--- src/hw/rtl/cexu_pkg.sv ---
// Shared types and constants for the 8-bit execute unit.
// Holds the operation codes, flag bit positions and the item structs.
// No dependencies.
package cexu_pkg;

  // Operation codes; codes above NOP behave as NOP.
  typedef enum logic [5:0] {
    OP_ADC = 6'd0,  OP_AND = 6'd1,  OP_BIT = 6'd2,
    OP_BCC = 6'd3,  OP_BCS = 6'd4,  OP_BEQ = 6'd5,  OP_BMI = 6'd6,
    OP_BNE = 6'd7,  OP_BPL = 6'd8,  OP_BVC = 6'd9,  OP_BVS = 6'd10,
    OP_CLC = 6'd11, OP_CLD = 6'd12, OP_CLI = 6'd13, OP_CLV = 6'd14,
    OP_CMP = 6'd15, OP_CPX = 6'd16, OP_CPY = 6'd17,
    OP_DEC = 6'd18, OP_DEX = 6'd19, OP_DEY = 6'd20, OP_EOR = 6'd21,
    OP_INC = 6'd22, OP_INX = 6'd23, OP_INY = 6'd24,
    OP_LDA = 6'd25, OP_LDX = 6'd26, OP_LDY = 6'd27, OP_ORA = 6'd28,
    OP_SBC = 6'd29, OP_SEC = 6'd30, OP_SED = 6'd31, OP_SEI = 6'd32,
    OP_STA = 6'd33, OP_STX = 6'd34, OP_STY = 6'd35,
    OP_TAX = 6'd36, OP_TAY = 6'd37, OP_TSX = 6'd38, OP_TXA = 6'd39,
    OP_TXS = 6'd40, OP_TYA = 6'd41, OP_NOP = 6'd42
  } kind_e;

  // Status bit positions
  localparam int unsigned FLAG_C = 0;
  localparam int unsigned FLAG_Z = 1;
  localparam int unsigned FLAG_I = 2;
  localparam int unsigned FLAG_D = 3;
  localparam int unsigned FLAG_U = 5;
  localparam int unsigned FLAG_V = 6;
  localparam int unsigned FLAG_N = 7;

  typedef struct packed {
    logic [5:0]  kind;
    logic [7:0]  operand;
    logic [15:0] program_counter;
    logic [15:0] mem_address;
  } in_t;

  typedef struct packed {
    logic        write_enable;
    logic [15:0] write_address;
    logic [7:0]  write_data;
    logic [7:0]  acc_out;
    logic [7:0]  x_out;
    logic [7:0]  y_out;
    logic [7:0]  sp_out;
    logic [7:0]  status_out;
    logic [15:0] next_pc;
    logic [1:0]  extra_cycles;
  } out_t;

  // Architectural register file
  typedef struct packed {
    logic [7:0] acc;
    logic [7:0] x;
    logic [7:0] y;
    logic [7:0] sp;
    logic [7:0] status;
  } regs_t;

  localparam regs_t REGS_RESET = '{
    acc: 8'h00, x: 8'h00, y: 8'h00, sp: 8'hFD, status: 8'h20
  };

  // Update N and Z in a status byte from a result byte
  function automatic logic [7:0] with_nz(logic [7:0] status, logic [7:0] value);
    logic [7:0] s;
    s = status;
    s[FLAG_N] = value[7];
    s[FLAG_Z] = (value == 8'h00);
    return s;
  endfunction

endpackage

--- src/hw/rtl/cexu_alu.sv ---
// Combinational execute logic: one operation against the register file.
// Produces the next register file and the result item.
// Depends on cexu_pkg.
module cexu_alu (
  input  cexu_pkg::in_t   item_i,
  input  cexu_pkg::regs_t regs_i,
  output cexu_pkg::regs_t regs_o,
  output cexu_pkg::out_t  res_o
);
  import cexu_pkg::*;

  logic [7:0]  m;
  logic [7:0]  add_m;
  logic [8:0]  sum;
  logic [7:0]  cmp_r;
  logic [8:0]  diff;
  logic        cond;
  logic [15:0] target;
  logic [7:0]  st;
  logic [7:0]  a;

  assign m = item_i.operand;
  assign a = regs_i.acc;

  // Shared adder for ADC and SBC (SBC adds the inverted operand)
  assign add_m = (item_i.kind == OP_SBC) ? ~m : m;
  assign sum   = {1'b0, a} + {1'b0, add_m} + {8'h00, regs_i.status[FLAG_C]};

  // Shared comparator
  always_comb begin
    case (item_i.kind)
      OP_CPX:  cmp_r = regs_i.x;
      OP_CPY:  cmp_r = regs_i.y;
      default: cmp_r = a;
    endcase
  end
  assign diff = {1'b0, cmp_r} - {1'b0, m};

  // Branch condition and target
  always_comb begin
    case (item_i.kind)
      OP_BCC:  cond = !regs_i.status[FLAG_C];
      OP_BCS:  cond =  regs_i.status[FLAG_C];
      OP_BEQ:  cond =  regs_i.status[FLAG_Z];
      OP_BMI:  cond =  regs_i.status[FLAG_N];
      OP_BNE:  cond = !regs_i.status[FLAG_Z];
      OP_BPL:  cond = !regs_i.status[FLAG_N];
      OP_BVC:  cond = !regs_i.status[FLAG_V];
      OP_BVS:  cond =  regs_i.status[FLAG_V];
      default: cond = 1'b0;
    endcase
  end
  assign target = item_i.program_counter + {{8{m[7]}}, m};

  // Main decode
  always_comb begin
    regs_o = regs_i;
    st = regs_i.status;
    st[FLAG_U] = 1'b1;
    res_o = '0;
    res_o.next_pc = item_i.program_counter;

    unique case (item_i.kind)
      OP_ADC, OP_SBC: begin
        regs_o.acc = sum[7:0];
        st[FLAG_C] = sum[8];
        st[FLAG_V] = ~(a[7] ^ add_m[7]) & (a[7] ^ sum[7]);
        st = with_nz(st, sum[7:0]);
      end
      OP_AND: begin
        regs_o.acc = a & m;
        st = with_nz(st, a & m);
      end
      OP_BIT: begin
        st[FLAG_Z] = ((a & m) == 8'h00);
        st[FLAG_N] = m[7];
        st[FLAG_V] = m[6];
      end
      OP_BCC, OP_BCS, OP_BEQ, OP_BMI, OP_BNE, OP_BPL, OP_BVC, OP_BVS: begin
        if (cond) begin
          res_o.next_pc = target;
          res_o.extra_cycles = (target[8] ^ item_i.program_counter[8]) ? 2'd2 : 2'd1;
        end
      end
      OP_CLC: st[FLAG_C] = 1'b0;
      OP_CLD: st[FLAG_D] = 1'b0;
      OP_CLI: st[FLAG_I] = 1'b0;
      OP_CLV: st[FLAG_V] = 1'b0;
      OP_CMP, OP_CPX, OP_CPY: begin
        st = with_nz(st, diff[7:0]);
        st[FLAG_C] = !diff[8];
      end
      OP_DEC: begin
        res_o.write_enable = 1'b1;
        res_o.write_data   = m - 8'd1;
        st = with_nz(st, m - 8'd1);
      end
      OP_INC: begin
        res_o.write_enable = 1'b1;
        res_o.write_data   = m + 8'd1;
        st = with_nz(st, m + 8'd1);
      end
      OP_DEX: begin
        regs_o.x = regs_i.x - 8'd1;
        st = with_nz(st, regs_i.x - 8'd1);
      end
      OP_DEY: begin
        regs_o.y = regs_i.y - 8'd1;
        st = with_nz(st, regs_i.y - 8'd1);
      end
      OP_INX: begin
        regs_o.x = regs_i.x + 8'd1;
        st = with_nz(st, regs_i.x + 8'd1);
      end
      OP_INY: begin
        regs_o.y = regs_i.y + 8'd1;
        st = with_nz(st, regs_i.y + 8'd1);
      end
      OP_EOR: begin
        regs_o.acc = a ^ m;
        st = with_nz(st, a ^ m);
      end
      OP_ORA: begin
        regs_o.acc = a | m;
        st = with_nz(st, a | m);
      end
      OP_LDA: begin
        regs_o.acc = m;
        st = with_nz(st, m);
      end
      OP_LDX: begin
        regs_o.x = m;
        st = with_nz(st, m);
      end
      OP_LDY: begin
        regs_o.y = m;
        st = with_nz(st, m);
      end
      OP_SEC: st[FLAG_C] = 1'b1;
      OP_SED: st[FLAG_D] = 1'b1;
      OP_SEI: st[FLAG_I] = 1'b1;
      OP_STA: begin
        res_o.write_enable = 1'b1;
        res_o.write_data   = a;
      end
      OP_STX: begin
        res_o.write_enable = 1'b1;
        res_o.write_data   = regs_i.x;
      end
      OP_STY: begin
        res_o.write_enable = 1'b1;
        res_o.write_data   = regs_i.y;
      end
      OP_TAX: begin
        regs_o.x = a;
        st = with_nz(st, a);
      end
      OP_TAY: begin
        regs_o.y = a;
        st = with_nz(st, a);
      end
      OP_TSX: begin
        regs_o.x = regs_i.sp;
        st = with_nz(st, regs_i.sp);
      end
      OP_TXA: begin
        regs_o.acc = regs_i.x;
        st = with_nz(st, regs_i.x);
      end
      OP_TXS: regs_o.sp = regs_i.x;
      OP_TYA: begin
        regs_o.acc = regs_i.y;
        st = with_nz(st, regs_i.y);
      end
      default: ;
    endcase

    regs_o.status = st;
    if (res_o.write_enable) begin
      res_o.write_address = item_i.mem_address;
    end
    res_o.acc_out    = regs_o.acc;
    res_o.x_out      = regs_o.x;
    res_o.y_out      = regs_o.y;
    res_o.sp_out     = regs_o.sp;
    res_o.status_out = st;
  end

endmodule

--- src/hw/rtl/cpu_execute_unit_8bit_top.sv ---
// An accepted item passes the input register, then the result register; an output stall holds it.
// Throughput: one item per cycle while the output is not stalled; the register file is read and
// written in the execute stage, so each item sees the registers left by the one before it.
// Reset: A, X, Y cleared, SP = 0xFD, status = 0x20; both pipeline stages empty.
// Depends on cexu_pkg and cexu_alu.
module cpu_execute_unit_8bit_top (
  input  logic           clk_i,
  input  logic           rst_ni,
  input  logic           in_valid_i,
  output logic           in_stall_o,
  input  cexu_pkg::in_t  in_data_i,
  output logic           out_valid_o,
  input  logic           out_stall_i,
  output cexu_pkg::out_t out_data_o
);
  import cexu_pkg::*;

  logic  s1_valid_q;
  in_t   s1_item_q;
  regs_t regs_q, regs_d;
  out_t  res_d;
  out_t  out_q;
  logic  out_valid_q;
  logic  out_ready;
  logic  s1_fire;

  // Output stage can take a new item when empty or being drained
  assign out_ready  = !out_valid_q || !out_stall_i;
  assign s1_fire    = s1_valid_q && out_ready;
  assign in_stall_o = s1_valid_q && !out_ready;

  cexu_alu u_alu (
    .item_i (s1_item_q),
    .regs_i (regs_q),
    .regs_o (regs_d),
    .res_o  (res_d)
  );

  // Input register
  always_ff @(posedge clk_i or negedge rst_ni) begin
    if (!rst_ni) begin
      s1_valid_q <= 1'b0;
    end else if (!in_stall_o) begin
      s1_valid_q <= in_valid_i;
    end
  end

  always_ff @(posedge clk_i) begin
    if (in_valid_i && !in_stall_o) begin
      s1_item_q <= in_data_i;
    end
  end

  // Register file: advance when the item moves into the output stage
  always_ff @(posedge clk_i or negedge rst_ni) begin
    if (!rst_ni) begin
      regs_q <= REGS_RESET;
    end else if (s1_fire) begin
      regs_q <= regs_d;
    end
  end

  // Result register
  always_ff @(posedge clk_i or negedge rst_ni) begin
    if (!rst_ni) begin
      out_valid_q <= 1'b0;
    end else if (out_ready) begin
      out_valid_q <= s1_valid_q;
    end
  end

  always_ff @(posedge clk_i) begin
    if (s1_fire) begin
      out_q <= res_d;
    end
  end

  assign out_valid_o = out_valid_q;
  assign out_data_o  = out_q;

  // Unused status bit is always set in a result
  a_unused_set: assert property (@(posedge clk_i) disable iff (!rst_ni)
    out_valid_o |-> out_data_o.status_out[FLAG_U])
    else $error("status bit 5 clear in result");

  // No write: address and data read as zero
  a_no_write_zero: assert property (@(posedge clk_i) disable iff (!rst_ni)
    out_valid_o && !out_data_o.write_enable |->
      out_data_o.write_address == 16'h0000 && out_data_o.write_data == 8'h00)
    else $error("write fields nonzero without write");

  // The extra_cycles field never reaches 3
  a_extra_range: assert property (@(posedge clk_i) disable iff (!rst_ni)
    out_valid_o |-> out_data_o.extra_cycles != 2'd3)
    else $error("extra cycles out of range");

  // Input stalls only when the input register holds an item that cannot move
  a_stall_cause: assert property (@(posedge clk_i) disable iff (!rst_ni)
    in_stall_o |-> s1_valid_q && out_valid_q && out_stall_i)
    else $error("input stalled without a blocked item");

  // Register file holds while no item executes
  a_regs_hold: assert property (@(posedge clk_i) disable iff (!rst_ni)
    !s1_fire |=> $stable(regs_q))
    else $error("register file changed without an item");

endmodule

--- config.mk ---
export PLATFORM = sky130hd
export DESIGN_NAME = cpu_execute_unit_8bit_top
export DESIGN_NICKNAME = d
export VERILOG_FILES = /design/src/hw/rtl/cexu_pkg.sv /design/src/hw/rtl/cexu_alu.sv /design/src/hw/rtl/cpu_execute_unit_8bit_top.sv
export SDC_FILE = /design/constraint.sdc
export NUM_CORES = 1
export LEC_CHECK = 0
export BUFFER_PORTS_ARGS = -buffer_cell sky130_fd_sc_hd__buf_2
export CAP_MARGIN = 20
export CORE_MARGIN = 1.5
export CORE_UTILIZATION = 55
export CTS_CLUSTER_DIAMETER = 30
export DETAILED_ROUTE_END_ITERATION = 10
export GPL_ROUTABILITY_DRIVEN = 0
export PLACE_DENSITY = 0.76
export SLEW_MARGIN = 20
export SYNTH_ARGS = -nofsm -noshare
export SYNTH_HDL_FRONTEND = slang
export SYNTH_HIERARCHICAL = 1
export SYNTH_SLANG_ARGS = --single-unit
export TNS_END_PERCENT = 20
--- constraint.sdc ---
create_clock -name clk_i -period 4.5 [get_ports clk_i]
set_input_delay 1.125 -clock clk_i [delete_from_list [all_inputs] [get_ports clk_i]]
set_output_delay 1.125 -clock clk_i [all_outputs]
set_load 0.02 [all_outputs]
# Word-level counts from Yosys, hierarchy flattened

Index checks and enable logic that the tools add are counted.

Input port bits: 50
Register bits after elaboration: 167
Word-level logic and storage cells: 138
Output and inout port bits: 85

Bitwise gates (word level): 9
Equal/unequal tests: 41
Add/subtract/negate cells: 10
Mux-type cells: 18
Reductions and logical operators: 39

Operators with widths:

| kind                                             | number |
|---|---|
| logical NOT 8 bit                                | 16 |
| == test 6 x 5 -> 1 bit, second input constant    | 16 |
| case mux 8 bit (5 select lines)                  | 2 |
| == test 6 bit, second input constant             | 10 |
| case mux 8 bit (7 select lines)                  | 1 |
| == test 6 x 4 -> 1 bit, second input constant    | 8 |
| 2-to-1 mux 18 bit                                | 2 |
| case mux 1 bit (16 select lines)                 | 2 |
| case mux 8 bit (4 select lines)                  | 1 |
| adder 8 x 1 -> 8 bit, second input constant      | 3 |
| == test 6 x 3 -> 1 bit, second input constant    | 4 |
| subtractor 8 x 1 -> 8 bit, second input constant | 3 |
| adder 16 bit                                     | 1 |
| 2-to-1 mux 8 bit                                 | 2 |
| case mux 8 bit (2 select lines)                  | 1 |
| == test 6 x 2 -> 1 bit, second input constant    | 2 |
| adder 8 x 8 -> 9 bit                             | 1 |
| adder 9 x 1 -> 9 bit                             | 1 |
| logical NOT 1 bit                                | 9 |
| subtractor 8 x 8 -> 9 bit                        | 1 |
| AND 8 bit                                        | 1 |
| NOT 8 bit                                        | 1 |
| bitwise OR 8 bit                                 | 1 |
| case mux 1 bit (8 select lines)                  | 1 |
| other kinds (19)                                 | 27 |

# Longest topological paths before layout

Depth after elaboration: 7
Gate-level depth with buffers: 16

# Hierarchy

Netlist, hierarchy kept.

Modules (own cells, without submodules):

| module                    | sequential area each (um2) | instances | area an instance (um2) | cells each |
|---|---|---|---|---|
| cexu_alu                  | 0.0                        | 1         | 5,606.6                | 854 |
| cpu_execute_unit_8bit_top | 4,934.7                    | 1         | 5,477.8                | 221 |

# Least setup slack after synthesis

Ideal clock, no wire load.

Kind: reg-to-reg
From: reg s1_item_q[43] (netlist bit)
To: reg out_q, in the netlist out_data_o[19], data pin
Library setup time: 0.126 ns
Required time: 4.374 ns
Data arrival time: 3.903 ns
Clock period less this slack: 4.029 ns
Path slack: 0.471 ns
Cell stages (with the launch flop): 16
Buffers on the path: 3
Cell sequence: edfxtp_1 > buf_6 > clkbuf_1 > nand2_1 > nor3_2 > xnor2_1 > fa_1 > inv_1 > fa_1 > a21o_1 > a21oi_1 > xnor2_1 > or3_1 > or4_1 > a31oi_1 > buf_4

Cells in the longest elaborated chain, start to end: 6

RTL lines:

| item                               | RTL line                        | text |
|---|---|---|
| start: declaration                 | cpu_execute_unit_8bit_top.sv:19 | `in_t s1_item_q;` |
| start signal: assignment           | cpu_execute_unit_8bit_top.sv:50 | `s1_item_q <= in_data_i;` |
| == test 6 x 5 -> 1 bit             | cexu_alu.sv:26, cexu_alu.sv:63  |  |
| 2-to-1 mux 8 bit                   | cexu_alu.sv:26                  | `assign add_m = (item_i.kind == OP_SBC) ? ~m : m;` |
| adder 8 x 8 -> 9 bit               | cexu_alu.sv:27                  | `assign sum = {1'b0, a} + {1'b0, add_m} + {8'h00, regs_i.status[FLAG_C]};` |
| adder 9 x 1 -> 9 bit               | cexu_alu.sv:27                  |  |
| logical NOT 8 bit                  | cexu_pkg.sv:69                  | `s[FLAG_Z] = (value == 8'h00);` |
| case mux 1 bit (16 select lines) * | cexu_alu.sv:63                  | `unique case (item_i.kind)` |
| net regs_d[1]                      | cpu_execute_unit_8bit_top.sv:20 | `regs_t regs_q, regs_d;` |
| end signal: assignment             | cpu_execute_unit_8bit_top.sv:74 | `out_q <= res_d;` |
| end: declaration                   | cpu_execute_unit_8bit_top.sv:22 | `out_t out_q;` |

Mark *: on every way through the listed nets, which the timed path passes. The rest lies on a longest branch.
A chain may end at the register's enable or synchronous reset.

# Worst setup path after layout

From: reg s1_item_q[45] (netlist bit)
To: reg regs_q[1] (netlist bit)

Cells in the longest elaborated chain, start to end: 6

RTL lines:

| item                               | RTL line                        | text |
|---|---|---|
| == test 6 x 5 -> 1 bit             | cexu_alu.sv:26, cexu_alu.sv:63  |  |
| 2-to-1 mux 8 bit                   | cexu_alu.sv:26                  |  |
| adder 8 x 8 -> 9 bit               | cexu_alu.sv:27                  |  |
| adder 9 x 1 -> 9 bit               | cexu_alu.sv:27                  |  |
| logical NOT 8 bit                  | cexu_pkg.sv:69                  |  |
| case mux 1 bit (16 select lines) * | cexu_alu.sv:63                  |  |
| net regs_d[1]                      | cpu_execute_unit_8bit_top.sv:20 |  |
| end signal: assignment             | cpu_execute_unit_8bit_top.sv:59 | `regs_q <= regs_d;` |
| end: declaration                   | cpu_execute_unit_8bit_top.sv:20 |  |

Marked as above.

==> metrics.md <==
| Metric | Value |
|---|---|
| Fin. Hold Viols | 0 |
| Power per cell area | 498 nW/um2 |
| Startpoint types | register |
| Worst path slowest cell | or4_1 |
| Design area | 12300 um2 |
| CTS Buf Count | 17 |
| Tmin final | 3.80 ns |
| Slew HR | 0.310 |
| Top delay family on crit path | simple AND/OR/NAND/NOR gates |
| Fmax achieved | 263 MHz |
| Drt drc | 1 |
| Crit path largest cell delay | 0.50 ns |
| Worst Path Arrival | 4.16 ns |
| Worst min path class | reg -> reg |
| Final setup skew | 0.00942 ns |
| Cell Area, Placed | 11700 um2 |
| Die height | 145 um |
| Dpl ws | 0.812 ns |
| Fin worst setup slack | 0.699 ns |
| Syn_area_per_cell | 10.3 um2 |
| Final Max Tran Viols | 0 |
| Die Width | 145 um |
| Int Pwr | 3.66 mW |
| WP buf/inv | 1 |
| IO Port Bufs | 134 |
| Worst-margin pin slew | 1.03 ns |
| R2r setup slk | 0.70 ns |
| Global route total overflow | 0 |
| Clk network pwr share | 0.228 |
| Synth warn | 6 |
| Clk Latency, worst-skew pair | 0.43 ns |
| Fillers | 1603 |
| Share of layout cells above drive strength 1 | 0.225 |
| Crit path capture type | register |
| Core Region | 19600 um2 |
| Final Setup Violations | 0 |
| Routed wire length | 29800 um |
| Die area | 20900 um2 |
| Post-DR wirelength/cell | 20.8 um |
| Unrepaired setup endpoints after global routing | false |
| Crit path from | s1_item_q[45] |
| Initial antenna violation count | 0 |
| Starting density of the core | 0.564 |
| CTS tree | built |
| Mapped Area | 11000 um2 |
| Psw | 2.44 mW |
| Post_cts resized | 0 |
| Vias per cell | 6.46 |
| Std-Cell Rows | 51 |
| Sequential Power Share | 0.401 |
| Vias | 9254 |
| Worst-path fanout max | 7 |
| WP data required | 4.86 ns |
| Critical path class | reg -> reg |
| Worst vdd ir | 0.000329 V |
| Max clock buf depth | 2 |
| CTS H-tree lvls | 4 |
| Sw Ratio | 0.400 |
| Cells after synthesis | 1072 |
| Failing checks | DRC |
| CP Cell Sequence | nand2b_1, nor3_2, xnor2_1, fa_1, inv_1, fa_1, a21o_1, a21oi_1, xnor2_1, or3_1, or4_1, a31oi_1, mux2_2 |
| Post-CTS Repair Setup Buffers | 0 |
| Combinational power share | 0.371 |
| Fin Setup TNS | 0 ns |
| Number of global-route vias before repair | 8258 |
| Reg2reg start | s1_item_q[45] |
| GR Util All Layers | 0.289 |
| Post-DP HPWL | 20600 um |
| Hold Crit Start | regs_q[4] |
| DRT Pass-1 Iters | 11 |
| DRT iter0 DRCs | 1556 |
| Antenna-violating nets left | 0 |
| Num ports | 135 |
| CTS Root Cell | clkbuf_16 |
| Syn-to-layout area delta | 11.0% |
| Largest net degree at the start of global routing | 76 |
| Leakage power | 4.80 nW |
| # clock sinks | 170 |
| # diodes | 0 |
| # hold bufs at CTS | 0 |
| Tcrit/Tclk final | 0.845 |
| Nets | 1268 |
| Net count of the mapped netlist | 1186 |
| First-pass GRT wire length | 45700 um |
| CTS clk-pin slew, worst paths | 0.06 ns |
| Status | finished, violations left |
| Max Cap Viol | 0 |
-- path summary, 6_finish.rpt --
path                                   to  cells past startpoint
min reg2reg                out_data_o[22]                      0
max in group asynchronous      regs_q[33]                      2
min                        out_data_o[22]                      0
max                             regs_q[1]                     13
min in group asynchronous      regs_q[24]                      1
max reg2reg                     regs_q[1]                     13
-- area by class of cell --
class | count | area [um2] | area share
timing repair buffer | 159 | 878 | 0.0717
sequential | 170 | 4910 | 0.401
clock buffer | 17 | 425 | 0.0347
clock inverter | 15 | 131 | 0.0107
tap | 265 | 332 | 0.0271
multi-input combinational | 767 | 5430 | 0.443
inverter | 39 | 146 | 0.0119
-- flip-flops by register name (all words and copies together), names as in the netlist --
signal	count
s1_item_q	46
out_valid_o	1
out_data_o	83
regs_q	39
s1_valid_q	1
-- per-layer routing --
layer,global-route usage,routed length [um],vias to the layer above
met5,0,0,-
met4,0.127,1370,0
met3,0.0816,3420,133
met2,0.418,12800,666
met1,0.405,12200,4286
li1,-,-,4169
-- through the flow --
step | std cells | hold slack (ns) | util | total power [mW]
2_1_floorplan | 1072 | 0.451 | - | 4.08
3_3_place_gp | 1399 | 0.444 | 0.595 | 4.55
5_1_grt | 1432 | 0.490 | 0.626 | 6.38
6_report | 1432 | 0.463 | 0.626 | 6.10
3_5_place_dp | 1399 | 0.450 | 0.596 | 4.60
4_1_cts | 1431 | 0.466 | 0.624 | 6.02
-- power groups by stage --
stage	clock [mW]	combinational, mW	sequential [mW]
6_report	1.39	2.26	2.45
5_1_grt	1.48	2.43	2.47
4_1_cts	1.42	2.18	2.42
3_5_place_dp	0	2.15	2.45
3_3_place_gp	0	2.10	2.45
2_1_floorplan	0	1.70	2.39
-- layout by cell type, fill, tap and decap left out, types with 17 or more instances in the layout --
master / count
a21oi_1: 46
nor4_1: 19
nand3_1: 27
edfxtp_1: 129
inv_1: 36
a22oi_1: 17
clkbuf_16: 17
nor3_1: 28
ha_1: 61
buf_4: 24
nor2_1: 78
mux2_2: 47
and2_1: 21
buf_2: 134
nand2_1: 82
a221oi_1: 17
dfrtp_1: 34
o21ai_0: 52
xnor2_1: 38
-- worst reg2reg max path, cell delays in order (launching register included) --
cell and delay [ns]:
edfxtp_1 0.37, nand2b_1 0.29, nor3_2 0.29, xnor2_1 0.17, fa_1 0.23, inv_1 0.06, fa_1 0.42, a21o_1 0.21
a21oi_1 0.28, xnor2_1 0.13, or3_1 0.39, or4_1 0.50, a31oi_1 0.22, mux2_2 0.19
No activity file was read; power rests on OpenSTA's default activity.
